==> config.mk <==
export PLATFORM = sky130hd
export DESIGN_NAME = mnps_scan
export DESIGN_NICKNAME = d
export VERILOG_FILES = /design/src/rtl/core/mnps_pkg.sv /design/src/rtl/core/mnps_scan.sv
export SDC_FILE = /design/constraint.sdc
export NUM_CORES = 1
export LEC_CHECK = 0
export ABC_CLOCK_PERIOD_IN_PS = 9000
export BUFFER_PORTS_ARGS = -buffer_cell sky130_fd_sc_hd__buf_2
export CORE_MARGIN = 2
export CORE_UTILIZATION = 45
export CTS_BUF_LIST = sky130_fd_sc_hd__clkbuf_4 sky130_fd_sc_hd__clkbuf_8
export CTS_CLUSTER_DIAMETER = 120
export DETAILED_ROUTE_END_ITERATION = 12
export PLACE_DENSITY = 0.66
export SYNTH_ARGS = -nofsm -noshare
export SYNTH_HDL_FRONTEND = slang
export SYNTH_SLANG_ARGS = --single-unit
export TNS_END_PERCENT = 5
==> constraint.sdc <==
create_clock -name clk -period 9 [get_ports clk]
set_input_delay 1.8 -clock clk [delete_from_list [all_inputs] [get_ports clk]]
set_output_delay 1.8 -clock clk [all_outputs]
set_load 0.01 [all_outputs]
==> src/rtl/core/mnps_pkg.sv <==
package mnps_pkg;

  localparam int ID_W   = 31;
  localparam int LAT_W  = 25;
  localparam int LON_W  = 26;
  localparam int DLAT_W = LAT_W + 1;
  localparam int DLON_W = LON_W + 1;
  localparam int DIST_W = LON_W + 1;

  typedef logic [1:0] cmd_t;

  localparam cmd_t CMD_CLEAR = 2'd0;
  localparam cmd_t CMD_LOAD  = 2'd1;
  localparam cmd_t CMD_QUERY = 2'd2;

  typedef struct packed {
    logic [ID_W-1:0]         id;
    logic signed [LAT_W-1:0] lat;
    logic signed [LON_W-1:0] lon;
  } entry_t;

  // query start from the control fsm to the scan unit
  typedef struct packed {
    logic                    start;
    logic signed [LAT_W-1:0] lat;
    logic signed [LON_W-1:0] lon;
  } scan_ctl_t;

  typedef struct packed {
    logic            done;
    logic [ID_W-1:0] best_id;
  } scan_stat_t;

endpackage

==> src/rtl/core/mnps_scan.sv <==
module mnps_scan import mnps_pkg::*; #(
  parameter int CW = 11,
  parameter int AW = 10
) (
  input  logic          clk,
  input  logic          rst_n,
  input  scan_ctl_t     ctl,
  input  logic [CW-1:0] count,
  output logic          rd_en,
  output logic [AW-1:0] rd_addr,
  input  entry_t        rd_data,
  output scan_stat_t    stat
);

  logic                     active_r;
  logic [CW-1:0]            addr_r;
  logic [CW-1:0]            addr_nxt;
  logic                     last_issue;
  logic                     rdv_r;
  logic                     rdl_r;
  logic                     dv2_r;
  logic                     last2_r;
  logic                     first_r;
  logic                     done_r;
  logic signed [LAT_W-1:0]  q_lat_r;
  logic signed [LON_W-1:0]  q_lon_r;
  logic signed [DLAT_W-1:0] dlat;
  logic signed [DLON_W-1:0] dlon;
  logic [DLAT_W-1:0]        alat;
  logic [DLON_W-1:0]        alon;
  logic [DIST_W-1:0]        cur_dist;
  logic [DIST_W-1:0]        dist_r;
  logic [ID_W-1:0]          id2_r;
  logic [DIST_W-1:0]        best_d_r;
  logic [ID_W-1:0]          best_id_r;

  assign addr_nxt   = addr_r + 1'b1;
  assign last_issue = active_r && (addr_nxt == count);
  assign rd_en      = active_r;
  assign rd_addr    = addr_r[AW-1:0];

  // distance of the entry that the memory just returned
  always_comb begin
    dlat     = DLAT_W'(q_lat_r) - DLAT_W'(rd_data.lat);
    dlon     = DLON_W'(q_lon_r) - DLON_W'(rd_data.lon);
    alat     = dlat[DLAT_W-1] ? DLAT_W'(-dlat) : DLAT_W'(dlat);
    alon     = dlon[DLON_W-1] ? DLON_W'(-dlon) : DLON_W'(dlon);
    cur_dist = DIST_W'(alat[DLAT_W-2:0]) + DIST_W'(alon[DLON_W-2:0]);
  end

  always_ff @(posedge clk) begin
    if (!rst_n) begin
      active_r <= 1'b0;
      addr_r   <= '0;
      rdv_r    <= 1'b0;
      rdl_r    <= 1'b0;
      dv2_r    <= 1'b0;
      last2_r  <= 1'b0;
      first_r  <= 1'b0;
      done_r   <= 1'b0;
    end else begin
      if (ctl.start) begin
        active_r <= 1'b1;
        addr_r   <= '0;
        first_r  <= 1'b1;
      end else if (active_r) begin
        addr_r <= addr_nxt;
        if (last_issue) begin
          active_r <= 1'b0;
        end
      end
      rdv_r   <= active_r;
      rdl_r   <= last_issue;
      dv2_r   <= rdv_r;
      last2_r <= rdl_r;
      done_r  <= dv2_r && last2_r;
      if (dv2_r) begin
        first_r <= 1'b0;
      end
    end
  end

  always_ff @(posedge clk) begin
    if (ctl.start) begin
      q_lat_r <= ctl.lat;
      q_lon_r <= ctl.lon;
    end
    if (rdv_r) begin
      dist_r <= cur_dist;
      id2_r  <= rd_data.id;
    end
    // strict compare keeps the earliest entry on a tie
    if (dv2_r && (first_r || (dist_r < best_d_r))) begin
      best_d_r  <= dist_r;
      best_id_r <= id2_r;
    end
  end

  assign stat.done    = done_r;
  assign stat.best_id = best_id_r;

endmodule

==> results by group <==
Yosys
  – Gate Count Post-Synth: between 1000 and 1500
  – Syn Area/Cell: between 10 and 15 um^2
  – Largest area contributor in the netlist: edfxtp_1
  – Top cell type's share of synthesized area: 0.412
  – Main area contributors after synthesis: edfxtp_1, ha_1, xnor2_1
  – Most common cell in the netlist: edfxtp_1
  – Top post-synthesis cells by count: edfxtp_1, inv_1, ha_1
  – Post-synth EDFFs: approximately 170
  – Sequential share of the synthesized area: 0.442
  – Mapped Area: between 10000 and 15000 um^2
  – Synthesized flop and latch total: about 190
  – Syn Nets: 1429
  – Ys Warns: 0
  – Ys async rst share: 0
  – Post-synth top flop: edfxtp_1
  – Distinct cells, synth: 78

Floorplanning
  – Io pins: between 150 and 200
  – Die area: about 28000 um^2
  – Die height: ~170 um
  – Row count: 60
  – Die width: between 150 and 200 um
  – Initial core utilization: 0.455
  – Area of the core: between 20000 and 30000 um^2

Timing
  – Slew @ Worst Pin: roughly 0.9 ns
  – Setup Skew: approximately 0.029 ns
  – Period minus WS final: approximately 7.7 ns
  – Final setup fails: 0
  – Max-slew violation count: 0
  – Fmax: 0.130 GHz
  – Final hold vios: 0
  – Slew HR: 0.406
  – Final TNS setup: 0 ns
  – RSZ-0062 raised after global routing: no
  – Share of the clock period used by the worst path: 0.853

Routing
  – Final ANT Viol Nets: 0
  – Drt total wl: about 25 mm
  – WL/cell: around 14 um
  – DR DRC count: 0
  – Iter 0 DRT Violations: ~490
  – Vias: 9016
  – Vias per inst: ~5.3
  – First-pass detailed-route iteration total: 5

Setup path
  – Crit Path Category: in2reg
  – FF-to-FF path depth: 21
  – Reg2reg start: q_lat_r[9]
  – Req. time, crit path: just over 9 ns
  – Reg2reg setup slack: 2.35 ns
  – Critical Path AT: 7.91 ns
  – CP max FO: 9
  – CP endpoint kind: flip-flop
  – FF-to-FF End: dist_r[17]
  – CP startpoint: rd_data[35]
  – Worst Setup EP: dist_r[17]
  – Startpoint Class: input pin

Power
  – Leakage: 6.01 nW
  – Power density cells: 228 nW/um^2
  – Logic pwr share: 0.447
  – Internal Pwr Total: approximately 2 mW
  – Clock power frac: 0.194
  – Flop pwr share: 0.359
  – Sw Ratio: 0.386
  – VDD IR max: ~0.14 mV
  – Switching pwr: 1.22 mW

Final layout
  – Layout cells sized above 1: 0.186
  – Register area: roughly 5400 um^2
  – Layout Nets: about 1600
  – Final core occ: 0.518
  – Area of the multi-input gates: a little over 6000 um^2
  – N_diodes: 0
  – Final std cells w/o fill: between 1500 and 2000
  – Fill cell count: roughly 2500
  – Area Overhead vs Synth: 13.9%

Global route
  – Initial antenna violation count: 0
  – Total track usage: 0.172
  – GRT overflow: 0
  – Vias in the first global route: approximately 8500
  – First-pass GRT wire length: about 40 mm
  – Largest net degree at the start of global routing: 55

Clock network
  – CTS buffer count: 17
  – CTS tree: built
  – Max Root-Sink Buffers: 2
  – Post-cts sizing count: 0
  – Post-CTS setup buffer count: 0
  – Worst-skew pair later-pin latency: around 0.48 ns
  – Clk root buf: clkbuf_8
  – Hold Buf Count CTS: 0
  – Clock sinks: roughly 190
  – Clock edge transition at the registers on the reported setup and hold paths: 0.12 ns
  – H-tree lvl count: 4

Run
  – Max Cap Viol: 0

Place
  – Port-buffer cells: ~190
  – Inst Count DP: 1672
  – DP Wirelength: roughly 19 mm
  – Gpl congestion: approximately 0.85

Hold path
  – Hold Path Class: reg2reg

Outcome
  – Status: complete, no violations
==> cell type report <==
class	instances	share of cell area
Multi-Input combinational cell	846	0.449
Sequential cell	185	0.388
Clock buffer	17	0.0169
Tap cell	341	0.0308
Timing Repair Buffer	193	0.0704
Clock inverter	15	0.0159
Inverter	107	0.0290
==> layer usage <==
metal	vias up	wire length [um]	GRT usage
li1	4633	-	-
met1	4112	11800	0.235
met2	239	11100	0.280
met3	32	1110	0.0254
met4	0	620	0.0596
met5	-	0	0
==> power groups by stage <==
stage          combinational, mW  clock, mW  sequential, mW
2_1_floorplan               1.09          0            1.15
3_3_place_gp                1.37          0            1.15
3_5_place_dp                1.40          0            1.16
4_1_cts                     1.41      0.639            1.14
5_1_grt                     1.59      0.664            1.15
6_report                    1.41      0.615            1.14
==> sequential cells by signal, indices dropped and copies added, names as in the netlist <==
register   count
addr_r        11
best_d_r      27
best_id_r     31
dist_r        27
done_r         1
dv2_r          1
first_r        1
id2_r         31
last2_r        1
q_lat_r       25
q_lon_r       26
rd_en          1
rdl_r          1
rdv_r          1
==> worst min path at each step <==
stage | to | cells after the start | from
global placement | best_id_r[15] | 0 | id2_r[15]
CTS | best_id_r[19] | 0 | id2_r[19]
global route | best_id_r[19] | 0 | id2_r[19]
detailed placement | best_id_r[28] | 0 | id2_r[28]
floorplan | best_id_r[0] | 0 | id2_r[0]
finish | best_id_r[19] | 0 | id2_r[19]
==> per-stage QoR <==
step                instance area [um^2]  setup WS (ns)  total power [mW]  hold WS, ns
global placement                   13400           1.14              2.53        0.401
detailed placement                 13400          0.964              2.56        0.405
finish                             13900           1.32              3.17        0.423
floorplan                          12200           1.76              2.24        0.400
CTS                                13900           1.44              3.19        0.426
global route                       13900          0.837              3.41        0.427
==> cell usage in the layout (no fill, tap or decap), types with 6 or more instances in the layout <==
cell type  netlist  routed
nor2_1          68      68
nor2b_1         17      17
o21bai_1        12      12
ha_1           105     105
buf_2            3     189
xor2_1          45      45
nor3b_1          6       6
xnor2_1         79      79
nand2_1         66      66
nand2b_1        14      14
a211oi_1        11      11
or3_1            9       9
clkbuf_8         0      17
a21o_1          51      51
o21ai_0         54      53
inv_1          107     107
edfxtp_1       167     167
nand4_1         15      15
a21boi_0         7       7
nand3_1         21      21
or2_2            6       6
nor4_1           7       7
nor3_1          18      18
mux2i_1          7       7
dfxtp_1         18      17
o21a_1          19      19
a21oi_1         67      67
o31ai_1         15      15
and3_1          16      16
and2_1          14      14
a31oi_1         11      11
clkinv_8         0       6
==> worst max-delay path, cell delays in order <==
cell,delay [ns]
buf_2,0.07
inv_1,0.03
ha_1,0.42
and2_1,0.22
nand3_1,0.09
a211oi_1,0.53
a31oi_1,0.29
o311ai_1,0.50
a41o_1,0.30
mux2i_1,0.62
o21ai_0,0.24
xor2_1,0.20
ha_1,0.38
and3_1,0.22
a221o_1,0.34
a21o_1,0.18
a41o_1,0.24
a311o_1,0.39
a21o_1,0.20
a21o_1,0.19
a21o_1,0.17
a21oi_1,0.16
xnor2_1,0.10
==> logic make-up after synthesis <==
logic type	share of synthesized area
AO/OA/AOI/OAI	0.168
XOR/XNOR	0.0893
adder cells (fa/ha/maj)	0.113
buffers and inverters	0.0478
flip-flops	0.442
multiplexers	0.0104
AND/OR/NAND/NOR	0.130
No activity file was read; power rests on OpenSTA's default activity.
